### config.mk
export PLATFORM = sky130hd
export DESIGN_NAME = tcw_engine
export DESIGN_NICKNAME = d
export VERILOG_FILES = /design/src/tcw_pkg.sv /design/src/tcw_engine.sv
export SDC_FILE = /design/constraint.sdc
export NUM_CORES = 1
export LEC_CHECK = 0
export BUFFER_PORTS_ARGS = -buffer_cell sky130_fd_sc_hd__buf_2
export CAP_MARGIN = 40
export CORE_MARGIN = 2
export CORE_UTILIZATION = 57
export DETAILED_ROUTE_END_ITERATION = 12
export PLACE_DENSITY = 0.92
export SLEW_MARGIN = 20
export SYNTH_ARGS = -nofsm -noshare
export SYNTH_HDL_FRONTEND = slang
export SYNTH_SLANG_ARGS = --single-unit
### constraint.sdc
create_clock -name i_clk -period 4.4 [get_ports i_clk]
set_input_delay 0.22 -clock i_clk [delete_from_list [all_inputs] [get_ports i_clk]]
set_output_delay 0.22 -clock i_clk [all_outputs]
set_load 0.005 [all_outputs]
### src/tcw_pkg.sv
// Shared constants, payload types and control structs for the text console writer.
`default_nettype none

package tcw_pkg;

    // Screen geometry and tab spacing
    localparam int SCREEN_COLUMNS = 80;
    localparam int SCREEN_ROWS    = 25;
    localparam int TAB_STOP       = 4;
    localparam int CELL_COUNT     = SCREEN_COLUMNS * SCREEN_ROWS;

    // Internal widths
    localparam int ADDR_W = $clog2(CELL_COUNT);
    localparam int COL_W  = $clog2(SCREEN_COLUMNS);
    localparam int ROW_W  = $clog2(SCREEN_ROWS);
    localparam int PH_W   = $clog2(TAB_STOP + 1);
    localparam int REM_W  = $clog2(TAB_STOP + 1);

    localparam logic [COL_W-1:0]  COL_LAST  = COL_W'(SCREEN_COLUMNS - 1);
    localparam logic [ROW_W-1:0]  ROW_LAST  = ROW_W'(SCREEN_ROWS - 1);
    localparam logic [PH_W-1:0]   PH_LAST   = PH_W'(TAB_STOP - 1);
    localparam logic [REM_W-1:0]  REM_ONE   = REM_W'(1);
    localparam logic [REM_W-1:0]  REM_TAB   = REM_W'(TAB_STOP);
    localparam logic [ADDR_W-1:0] COLS_A    = ADDR_W'(SCREEN_COLUMNS);
    localparam logic [ADDR_W-1:0] COPY_END  = ADDR_W'(CELL_COUNT - SCREEN_COLUMNS);
    localparam logic [ADDR_W-1:0] CELL_LAST = ADDR_W'(CELL_COUNT - 1);

    // Command codes
    localparam logic [1:0] CMD_PUT   = 2'd0;
    localparam logic [1:0] CMD_CLEAR = 2'd1;
    localparam logic [1:0] CMD_READ  = 2'd2;

    // Character codes
    localparam logic [7:0] CH_NEWLINE = 8'd10;
    localparam logic [7:0] CH_RETURN  = 8'd13;
    localparam logic [7:0] CH_TAB     = 8'd9;
    localparam logic [7:0] CH_SPACE   = 8'd32;

    localparam logic [7:0] RESET_COLOR = 8'd7;

    // Input beat
    typedef struct packed {
        logic [1:0]  cmd;
        logic [7:0]  char_code;
        logic [10:0] cell_index;
    } t_in_item;

    // Result beat
    typedef struct packed {
        logic [6:0]  cursor_column;
        logic [4:0]  cursor_row;
        logic [10:0] cursor_linear;
        logic [7:0]  read_char;
        logic [7:0]  read_color;
    } t_out_item;

    // Cell store access from the sequencer
    typedef struct packed {
        logic              we_char;
        logic              we_color;
        logic [ADDR_W-1:0] waddr;
        logic [7:0]        wchar;
        logic [7:0]        wcolor;
        logic [ADDR_W-1:0] raddr;
    } t_mem_cmd;

    // Sequencer status
    typedef struct packed {
        logic idle;
        logic res_valid;
    } t_eng_stat;

endpackage

`default_nettype wire

### src/tcw_engine.sv
// Sequencer of the console: cursor state, tab expansion, scroll copy and clear sweeps.
`default_nettype none

module tcw_engine (
    input  wire logic                 i_clk,
    input  wire logic                 i_rst_n,
    input  wire logic                 i_start,
    input  wire tcw_pkg::t_in_item    i_item,
    input  wire logic [7:0]           i_default_color,
    input  wire logic                 i_res_taken,
    input  wire logic [7:0]           i_rd_char,
    input  wire logic [7:0]           i_rd_color,
    output      tcw_pkg::t_mem_cmd    o_mem,
    output      tcw_pkg::t_eng_stat   o_stat,
    output      tcw_pkg::t_out_item   o_res
);

    import tcw_pkg::*;

    localparam logic [2:0] S_IDLE      = 3'd0;
    localparam logic [2:0] S_PUT       = 3'd1;
    localparam logic [2:0] S_SCROLL_CP = 3'd2;
    localparam logic [2:0] S_SCROLL_BL = 3'd3;
    localparam logic [2:0] S_CLEAR     = 3'd4;
    localparam logic [2:0] S_READ      = 3'd5;
    localparam logic [2:0] S_DONE      = 3'd6;

    logic [2:0]        r_state, n_state;
    logic [COL_W-1:0]  r_col, n_col;
    logic [ROW_W-1:0]  r_row, n_row;
    logic [PH_W-1:0]   r_ph, n_ph;
    logic [REM_W-1:0]  r_rem, n_rem;
    logic [ADDR_W-1:0] r_cnt, n_cnt;
    logic              r_init, n_init;
    logic [7:0]        r_char, n_char;
    logic [7:0]        r_rd_char, n_rd_char;
    logic [7:0]        r_rd_color, n_rd_color;
    logic [ADDR_W-1:0] lin;

    // Cursor as a cell address
    assign lin = ADDR_W'(r_row) * COLS_A + ADDR_W'(r_col);

    // Next state and cell store access
    always_comb begin
        n_state    = r_state;
        n_col      = r_col;
        n_row      = r_row;
        n_ph       = r_ph;
        n_rem      = r_rem;
        n_cnt      = r_cnt;
        n_init     = r_init;
        n_char     = r_char;
        n_rd_char  = r_rd_char;
        n_rd_color = r_rd_color;
        o_mem      = '0;

        case (r_state)
            S_IDLE: begin
                if (i_start) begin
                    n_rd_char  = '0;
                    n_rd_color = '0;
                    case (i_item.cmd)
                        CMD_PUT: begin
                            if (i_item.char_code == CH_NEWLINE) begin
                                n_col = '0;
                                n_ph  = '0;
                                n_rem = '0;
                                if (r_row == ROW_LAST) begin
                                    n_cnt   = '0;
                                    n_state = S_SCROLL_CP;
                                end else begin
                                    n_row   = r_row + 1'b1;
                                    n_state = S_DONE;
                                end
                            end else if (i_item.char_code == CH_RETURN) begin
                                n_col   = '0;
                                n_ph    = '0;
                                n_state = S_DONE;
                            end else if (i_item.char_code == CH_TAB) begin
                                n_char  = CH_SPACE;
                                n_rem   = REM_TAB - REM_W'(r_ph);
                                n_state = S_PUT;
                            end else begin
                                n_char  = i_item.char_code;
                                n_rem   = REM_ONE;
                                n_state = S_PUT;
                            end
                        end
                        CMD_CLEAR: begin
                            n_cnt   = '0;
                            n_init  = 1'b0;
                            n_state = S_CLEAR;
                        end
                        CMD_READ: begin
                            // Out-of-range reads answer zero without touching the store
                            if (32'(i_item.cell_index) < CELL_COUNT) begin
                                o_mem.raddr = ADDR_W'(i_item.cell_index);
                                n_state     = S_READ;
                            end else begin
                                n_state = S_DONE;
                            end
                        end
                        default: begin
                            n_state = S_DONE;
                        end
                    endcase
                end
            end

            // Store one character at the cursor and advance
            S_PUT: begin
                o_mem.we_char = 1'b1;
                o_mem.waddr   = lin;
                o_mem.wchar   = r_char;
                n_rem         = r_rem - 1'b1;
                if (r_col == COL_LAST) begin
                    n_col = '0;
                    n_ph  = '0;
                    if (r_row == ROW_LAST) begin
                        n_cnt   = '0;
                        n_state = S_SCROLL_CP;
                    end else begin
                        n_row   = r_row + 1'b1;
                        n_state = (r_rem == REM_ONE) ? S_DONE : S_PUT;
                    end
                end else begin
                    n_col   = r_col + 1'b1;
                    n_ph    = (r_ph == PH_LAST) ? '0 : r_ph + 1'b1;
                    n_state = (r_rem == REM_ONE) ? S_DONE : S_PUT;
                end
            end

            // Move rows up: read one row ahead, write the previous read back
            S_SCROLL_CP: begin
                if (r_cnt != COPY_END) begin
                    o_mem.raddr = r_cnt + COLS_A;
                end
                if (r_cnt != '0) begin
                    o_mem.we_char  = 1'b1;
                    o_mem.we_color = 1'b1;
                    o_mem.waddr    = r_cnt - 1'b1;
                    o_mem.wchar    = i_rd_char;
                    o_mem.wcolor   = i_rd_color;
                end
                if (r_cnt == COPY_END) begin
                    n_state = S_SCROLL_BL;
                end else begin
                    n_cnt = r_cnt + 1'b1;
                end
            end

            // Blank the bottom row
            S_SCROLL_BL: begin
                o_mem.we_char  = 1'b1;
                o_mem.we_color = 1'b1;
                o_mem.waddr    = r_cnt;
                o_mem.wchar    = CH_SPACE;
                o_mem.wcolor   = i_default_color;
                if (r_cnt == CELL_LAST) begin
                    n_state = (r_rem == '0) ? S_DONE : S_PUT;
                end else begin
                    n_cnt = r_cnt + 1'b1;
                end
            end

            // Blank every cell; after reset use the reset color
            S_CLEAR: begin
                o_mem.we_char  = 1'b1;
                o_mem.we_color = 1'b1;
                o_mem.waddr    = r_cnt;
                o_mem.wchar    = CH_SPACE;
                o_mem.wcolor   = r_init ? RESET_COLOR : i_default_color;
                if (r_cnt == CELL_LAST) begin
                    n_col   = '0;
                    n_row   = '0;
                    n_ph    = '0;
                    n_init  = 1'b0;
                    n_state = r_init ? S_IDLE : S_DONE;
                end else begin
                    n_cnt = r_cnt + 1'b1;
                end
            end

            // Capture the addressed cell
            S_READ: begin
                n_rd_char  = i_rd_char;
                n_rd_color = i_rd_color;
                n_state    = S_DONE;
            end

            // Hold the result until the output register takes it
            S_DONE: begin
                if (i_res_taken) begin
                    n_state = S_IDLE;
                end
            end

            default: begin
                n_state = S_IDLE;
            end
        endcase
    end

    // Control registers
    always_ff @(posedge i_clk) begin
        if (!i_rst_n) begin
            r_state <= S_CLEAR;
            r_col   <= '0;
            r_row   <= '0;
            r_ph    <= '0;
            r_rem   <= '0;
            r_cnt   <= '0;
            r_init  <= 1'b1;
        end else begin
            r_state <= n_state;
            r_col   <= n_col;
            r_row   <= n_row;
            r_ph    <= n_ph;
            r_rem   <= n_rem;
            r_cnt   <= n_cnt;
            r_init  <= n_init;
        end
    end

    // Payload registers
    always_ff @(posedge i_clk) begin
        r_char     <= n_char;
        r_rd_char  <= n_rd_char;
        r_rd_color <= n_rd_color;
    end

    // Status and result
    assign o_stat.idle      = (r_state == S_IDLE);
    assign o_stat.res_valid = (r_state == S_DONE);

    assign o_res.cursor_column = 7'(r_col);
    assign o_res.cursor_row    = 5'(r_row);
    assign o_res.cursor_linear = 11'(lin);
    assign o_res.read_char     = r_rd_char;
    assign o_res.read_color    = r_rd_color;

endmodule

`default_nettype wire
==> Yosys cells after proc, flatten, opt, wreduce, memory -nomap -nowiden <==
Cells that the tools add are included.
{ "op_classes": {"n_mul": 1, "n_eq_ne": 33, "reduce_logical": 19, "mux": 70, "n_lt_le_gt_ge": 1, "bitwise_logic": 2, "n_addsub": 9} }
{ "op_table": {"columns": ["operator", "count"], "rows": [
  ["$mux 11", 10],
  ["$mux 3", 25],
  ["$pmux 19 s3", 1],
  ["$pmux 11 s2", 2],
  ["$pmux 11 s4", 1],
  ["$mux 7", 6],
  ["$pmux 8 s2", 2],
  ["$mux 5", 6],
  ["$mux 29", 1],
  ["$eq 8x4->1 const B", 3],
  ["$pmux 8 s3", 1],
  ["$eq 11x11->1 const B", 2],
  ["$pmux 3 s7", 1],
  ["$pmux 7 s3", 1],
  ["$pmux 3 s3", 2],
  ["$mux 8", 2],
  ["$ne 2x2->1 const B", 8],
  ["$pmux 5 s3", 1],
  ["$reduce_and 5->1", 3],
  ["$add 11x1->11 const B", 1],
  ["$add 11x7->11", 1],
  ["$add 11x7->11 const B", 1],
  ["$lt 11x11->1 const B", 1],
  ["$ne 11x11->1 const B", 1],
  ["other kinds (34)", 52]
]} }
{ "totals": {"word_cells": 145, "regBits": 57, "inputBits": 49} }

==> Logic depth before layout (Yosys ltp) <==
Gate-level depths: netlist of the first run.
{ "logic_depth": {"ltp_word": 7, "mapped_depth": 9, "mapped_depth_nobuf": 8} }

==> Worst setup path after synthesis of the first run <==
No wires, ideal clock.
{ "synth_path": {"path_type": "register to output", "from": "register r_row[1]", "to": "output o_mem[37] (netlist name)", "t_arrival_ps": 2229, "path_slack_ps": 1951, "stages_incl_launch_ff": 9, "n_path_buf": 0, "cell_sequence": "dfxtp_1 ha_1 ha_1 fa_1 xnor2_1 and4b_1 xnor3_1 a32oi_1 o22ai_1"} }
{ "synth_rtl": {"columns": ["item", "line_no", "text"], "rows": [
  ["start, declared", "tcw_engine.sv:30", "logic [ROW_W-1:0] r_row, n_row;"],
  ["start signal, assigned", "tcw_engine.sv:217", "r_row <= n_row;"],
  ["end, declared", "tcw_engine.sv:13", "output tcw_pkg::t_mem_cmd o_mem,"]
]} }

==> run_results.csv, run 1 <==
group,metric,value,unit
cells_and_area,layout_commonest_cell,"buf_2",
worst_setup_path,startpoint,"r_row[3]",
worst_setup_path,slowest_stage,"dfxtp_1",
detailed_routing,wl_per_cell,18.7,µm
min_path,hold_path.class,"input port to register",
cells_and_area,area_growth,19.6,%
sta,hold_violations,0,
worst_setup_path,path_class,"register to output port",
worst_setup_path,critPathBufInv,1,
clock_tree,clockRootBuffer,"clkbuf_8",
worst_setup_path,start_kind,"register",
detailed_routing,firstDrtPassIters,7,
clock_tree,clock_sinks,57,
grt,antenna_found_initial,0,
clock_tree,cts-hold-fix-buffers,0,
clock_tree,cts.clk_slew.worst_paths,0.07,ns
worst_setup_path,cp_common_cell,"ha_1",
sta,grt_setup_unrepaired,"false",
logic_synthesis,syn_nets,608,
worst_setup_path,cpPeakStageDelay,0.51,ns
detailed_routing,detail-route-antenna-nets,0,
cells_and_area,multi_input_area,0.00280,mm²
die,fp.dieH,92.6,µm
worst_setup_path,path_cells,"ha_1 > ha_1 > fa_1 > xnor2_1 > and4b_1 > xnor3_1 > a32oi_1 > o22ai_1 > buf_2",
worst_setup_path,r2r_end,"r_cnt[5]",
cells_and_area,register_area,0.00138,mm²
place,place_congestion,0.937,
sta,period_share,71.9,%
worst_setup_path,path_max_fanout,9,
logic_synthesis,netlist.area_leader.share,16.1,%
min_path,hold_path_depth,1,
die,start_util,58.3,%
cells_and_area,layout_common_cells,"130 x buf_2, 47 x nand2_1, 41 x o21ai_0",
pwr,vdd_drop_max,128,µV
worst_setup_path,ff2ff_setup_slack,1.69,ns
sta,slew_violations,0,
pwr,powerDensity,222,mW/mm²
detailed_routing,drc,0,
cells_and_area,n_antenna_cell,0,
logic_synthesis,yosysSeqAreaShare,30.8,%
logic_synthesis,synth_enable_flop_cells,24,
cells_and_area,fillers,596,
logic_synthesis,synth_top_area_cell,"edfxtp_1",
logic_synthesis,synth_area_leaders,"edfxtp_1 16%, dfxtp_1 15%, ha_1 7.0%",
logic_synthesis,synth_cell_type_count,77,
worst_setup_path,r2r-start,"r_cnt[4]",
worst_setup_path,arrival,2.95,ns
die,die-area,0.00858,mm²
sta,clock_skew,0.0111,ns
grt,grt_pass1_vias,4484,
outcome,status,"completed",
logic_synthesis,synth_area,0.00448,mm²
clock_tree,cts_buffer_depth,2,
place,portBuffers,129,
flow_run,max_cap_viol_count,0,
sta,fmax,0.316,GHz
sta,worst_pin_slew,0.808,ns
cells_and_area,layout-drive-gt1-share,27.3,%
worst_setup_path,setup.worst_path.end_class,"output port",
sta,finalSetupViolations,0,
logic_synthesis,yosysWarnings,0,
clock_tree,cts_tree,"built",
worst_setup_path,crit_required,4.18,ns
grt,grt_max_degree,35,
pwr,power.leakage,2.40,nW
clock_tree,cts_setup_buffers,0,
grt,grt_use_total,31.6,%
clock_tree,ctsHtreeMaxLevel,3,
min_path,min_to,"r_char[4]",
cells_and_area,fin_nets,715,
grt,grt_pass1_wl,21700,µm
detailed_routing,viasPerCell,6.60,
sta,period_needed,3.17,ns
worst_setup_path,reg2reg_depth,7,
worst_setup_path,cp_top_family,"adder cells",
clock_tree,insertion_delay,0.36,ns
logic_synthesis,ys_seq_elements,57,
clock_tree,cts_made_buffers,9,
detailed_routing,drt-initial-drc-count,659,
min_path,hp-start,"i_item[15]",
die,io_pins,130,
die,die_w,92.6,µm
grt,overflow,0,
die,core.rowCount,32,
cells_and_area,finalNonFillerCells,746,
clock_tree,cts.repair.resized,0,
sta,slew_headroom,45.4,%
sta,fin_setup_tns,0,ns
logic_synthesis,synth_area_per_cell,8.42,µm²
logic_synthesis,ys.flop_type,"dfxtp_1",
detailed_routing,drt_wl_total,14000,µm
place,dp_hpwl,9980,µm
logic_synthesis,syn_inst,532,
die,core-area,0.00769,mm²
logic_synthesis,synthArstFlopShare,0,%
detailed_routing,vias,4922,
place,place_inst,727,
cell type report:
type,count,area share [%]
multi-input cells,408,52.3
flip-flops and latches,57,25.8
repair buffers,142,14.2
well taps,102,2.38
clock buffers,9,2.31
clock inverters,7,1.59
inverters,21,1.47
synth_stat cells (all sizes together) (4+ instances only):
cell type and n:
a211oi 5, a21o 4, a21oi 22, a221o 8, a22o 17, a22oi 6, a31oi 6, a32oi 4
a41oi 4, and3 22, buf 17, clkbuf 29, dfxtp 33, edfxtp 24, ha 25, inv 20
nand2 48, nand2b 8, nand3 15, nand4 6, nor2 37, nor2b 10, nor3 18, nor3b 4
o21ai 41, o22ai 4, o311ai 4, o32ai 4, o41ai 4, or2 5, or3b 4, or4 8
xnor2 7, xor2 5
state kept, by name, summed over array words and instances (netlist names):
signal / cells
r_char: 8
r_cnt: 11
r_col: 7
r_init: 1
r_ph: 3
r_rd_char: 8
r_rd_color: 8
r_rem: 3
r_row: 5
r_state: 3
cells by family after synthesis:
kind of cell / Yosys count / share of synthesized area, %
AND/OR/NAND/NOR: 206 / 25.4
AO/OA/AOI/OAI: 161 / 26.1
XOR/XNOR: 13 / 2.85
buffers and inverters: 67 / 6.68
adder cells (fa/ha/maj): 27 / 7.88
flip-flops: 57 / 30.8
multiplexers: 1 / 0.251
routing by layer:
layer	GRT usage, %	vias up	wire length (µm)
li1	-	2231	-
met1	39.6	2267	5300
met2	51.0	358	6700
met3	5.94	66	1420
met4	18.1	0	558
met5	0	-	0
how the worst max path moves through the flow:
stage,cells past startpoint,to
floorplan,8,o_mem[37]
global placement,6,o_mem[29]
detailed placement,6,o_mem[32]
CTS,6,o_mem[32]
global route,8,o_mem[33]
finish,9,o_mem[37]
stage by stage:
step | utilization (%) | power (W) | cell area, µm² | worst slack [ns] | hold WS, ns
2_1_floorplan | - | 0.000611 | 4480 | 1.95 | 0.387
3_3_place_gp | 66.2 | 0.000651 | 5090 | 1.54 | 0.435
3_5_place_dp | 66.5 | 0.000654 | 5110 | 1.49 | 0.434
4_1_cts | 69.2 | 0.00118 | 5320 | 1.08 | 0.0700
5_1_grt | 69.7 | 0.00121 | 5360 | 1.14 | 0.0814
6_report | 69.7 | 0.00119 | 5360 | 1.23 | 0.0728
power by group:
part           internal [W]  switching (W)
logic             0.0000384      0.0000526
clock network      0.000313       0.000230
registers          0.000549     0.00000579
total              0.000901       0.000288
worst reg2reg max path, stage by stage, from the launching register on:
cell and delay (ns):
dfxtp_1 0.42, inv_1 0.18, ha_1 0.23, or4bb_1 0.60
nor3_1 0.42, a221o_2 0.30, nor2_1 0.15, o311ai_1 0.30
Power figures use the tool's default switching activity.
==> inputs of run 2 (changes only) <==
- ABC_AREA: not set -> 1
- CORE_UTILIZATION: 57 -> 48
- PLACE_DENSITY: 0.92 -> 0.83
- clock period: 4.4 -> 2.6 ns (I/O delays scaled with it)
==> run_results.csv, run 2 <==
group,metric,value,unit
logic_synthesis,synthArstFlopShare,0,%
detailed_routing,vias,4873,
cells_and_area,fin_nets,880,
sta,fmax,0.406,GHz
grt,grt_pass1_wl,20400,µm
cells_and_area,largest-register,"r_cnt",
logic_synthesis,synth_area,0.00453,mm²
die,die-area,0.0102,mm²
clock_tree,cts_tree,"built",
pwr,vdd_drop_max,306,µV
grt,antenna_found_initial,0,
outcome,status,"completed",
worst_setup_path,ff2ff_setup_slack,0.54,ns
pwr,powerDensity,367,mW/mm²
sta,hold_slack,0.0751,ns
clock_tree,cts_buffer_depth,2,
logic_synthesis,synth_area_per_cell,6.66,µm²
logic_synthesis,yosysSeqAreaShare,30.5,%
cells_and_area,area_growth,21.8,%
worst_setup_path,start_kind,"register",
logic_synthesis,ys.flop_type,"dfxtp_1",
detailed_routing,drc,0,
min_path,hp-start,"i_item[16]",
worst_setup_path,setup.worst_path.end_class,"output port",
min_path,min_to,"r_char[5]",
logic_synthesis,synthXorXnorAreaFrac,4.26,%
worst_setup_path,cpPeakStageDelay,0.55,ns
worst_setup_path,path_cells,"ha_1 > ha_2 > fa_2 > inv_1 > nor2_2 > xor2_1 > nand2_1 > o211ai_1 > buf_2",
sta,period_needed,2.46,ns
die,fp.dieH,101,µm
sta,finalSetupViolations,0,
sta,hold_violations,0,
grt,grt_max_degree,23,
worst_setup_path,r2r-start,"r_cnt[0]",
sta,clock_skew,0.0117,ns
detailed_routing,firstDrtPassIters,6,
cells_and_area,layout-drive-gt1-share,24.1,%
sta,slew_violations,0,
logic_synthesis,syn_nets,756,
worst_setup_path,path_depth,9,
logic_synthesis,yosysWarnings,0,
detailed_routing,drt-initial-drc-count,418,
logic_synthesis,synth-adder-area-share,7.79,%
die,die_w,101,µm
logic_synthesis,synth_top_area_cell,"edfxtp_1",
place,dp_hpwl,9730,µm
min_path,hold_path.class,"input port to register",
detailed_routing,viasPerCell,5.30,
pwr,power.leakage,2.82,nW
place,place_ws,0.383,ns
clock_tree,clockRootBuffer,"clkbuf_8",
logic_synthesis,synth-simple-area-share,33.0,%
sta,slew_headroom,56.3,%
detailed_routing,wl_per_cell,14.3,µm
grt,gr-usage-met3,3.81,%
logic_synthesis,syn_inst,680,
worst_setup_path,path_max_fanout,3,
min_path,hold_path_depth,2,
grt,overflow,0,
die,io_pins,130,
clock_tree,cts_made_buffers,9,
logic_synthesis,synth_area_leaders,"edfxtp_1 16%, dfxtp_1 15%, nand2_1 13%",
worst_setup_path,critPathBufInv,2,
grt,gr-usage-met1,33.0,%
worst_setup_path,crit_required,2.47,ns
clock_tree,clock_sinks,57,
place,place_congestion,0.946,
worst_setup_path,path_class,"register to output port",
logic_synthesis,synth_cell_type_count,42,
logic_synthesis,netlist.area_leader.share,15.9,%
logic_synthesis,muxShareOfSynthArea,0,%
clock_tree,ctsHtreeMaxLevel,3,
detailed_routing,detail-route-antenna-nets,0,
logic_synthesis,synthMostInstantiatedCell,"nand2_1",
place,portBuffers,129,
grt,grt_use_total,25.3,%
clock_tree,insertion_delay,0.35,ns
logic_synthesis,yosys-top-cells-count,"152 x nand2_1, 94 x inv_1, 89 x nor2_1",
sta,period_share,94.7,%
worst_setup_path,r2r_end,"r_col[2]",
worst_setup_path,cp_top_family,"adder cells",
cells_and_area,fillers,864,
die,core-area,0.00920,mm²
grt,grt_pass1_vias,4286,
grt,busiest_layer,"met2",
cells_and_area,layout_commonest_cell,"nand2_1",
logic_synthesis,synth_enable_flop_cells,24,
pwr,power,0.00202,W
sta,finalWorstSetupSlack,0.138,ns
logic_synthesis,ys_seq_elements,57,
flow_run,max_cap_viol_count,0,
worst_setup_path,reg2reg_depth,10,
clock_tree,cts.clk_slew.worst_paths,0.06,ns
cells_and_area,layout_common_cells,"152 x nand2_1, 129 x buf_2, 94 x inv_1",
die,start_util,49.2,%
sta,fin_setup_tns,0,ns
cells_and_area,largest_reg_flops,11,
sta,worst_pin_slew,0.654,ns
logic_synthesis,synth_compound_area_share,12.2,%
cells_and_area,n_antenna_cell,0,
worst_setup_path,slowest_stage,"fa_2",
logic_synthesis,synth_top_family_by_area,"simple AND/OR/NAND/NOR gates",
detailed_routing,drt_wl_total,13100,µm
cells_and_area,fin_util,60.0,%
grt,use_met2,42.0,%
worst_setup_path,arrival,2.33,ns
die,core.rowCount,35,
==> run 2: cell count changes after synthesis, sizes merged, moves of 8 or more <==
cell    before  now
a221o        8    0
a22o        17    1
nor2b       10    0
inv         20  101
nor2        37   94
xor2         5   18
nand2       48  162
and3        22    1
clkbuf      29   11
nand3       15   63
nor3        18    4
nand2b       8    0
or4          8    0
==> run 2: timing repair <==
item / CTS / global route
hold buffers: 5 / 0
setup buffers: 0 / 1
setup endpoints to repair: 0 / 11
hold endpoints to repair: 5 / 0
gates resized for setup: 0 / 9
==> run 2: worst max path at each step <==
| stage | start | to |
|---|---|---|
| finish | r_row[3] | o_mem[36] |
| detailed placement | r_row[2] | o_mem[37] |
| global placement | r_row[2] | o_mem[37] |
| global route | r_row[2] | o_mem[37] |
| CTS | r_row[2] | o_mem[37] |
| floorplan | r_row[1] | o_mem[37] |
==> run 2: power by group <==
part / internal, W / switching (W)
sequential: 0.000930 / 0.00000490
clock: 0.000535 / 0.000385
combinational: 0.0000739 / 0.0000950
total: 0.00154 / 0.000485
==> run 2: logic make-up after synthesis <==
| kind of cell | Yosys count |
|---|---|
| compound gates | 98 |
| xor+xnor | 22 |
| fa+ha+maj | 27 |
| buf+inv | 134 |
| flops | 57 |
| simple gates | 342 |
==> run 2: worst reg2reg max path, delay by kind of cell, from the launching register on <==
kind / cells / cell delay, ns
AO/OA/AOI/OAI: 1 / 0.07
adder cells (fa/ha/maj): 1 / 0.21
flip-flops: 1 / 0.38
AND/OR/NAND/NOR: 8 / 1.25
==> run 2: layout make-up <==
cell class	instances	area [µm²]	share of cell area, %
clock inverter	6	82.6	1.50
inverter	103	387	7.01
tap	111	139	2.52
clock buffer	10	128	2.31
multi-input combinational	489	2620	47.5
timing repair buffer	144	774	14.0
sequential	57	1390	25.1
==> run 2: routing by layer <==
layer	up-vias	wire length (µm)
met5	-	0
met4	0	321
met3	28	984
met2	197	6360
met1	2208	5480
li1	2440	-
==> run 2: stage by stage <==
step / area, µm² / std cells
floorplan: 4530 / 680
global placement: 5220 / 898
detailed placement: 5220 / 898
CTS: 5480 / 919
global route: 5510 / 920
finish: 5510 / 920
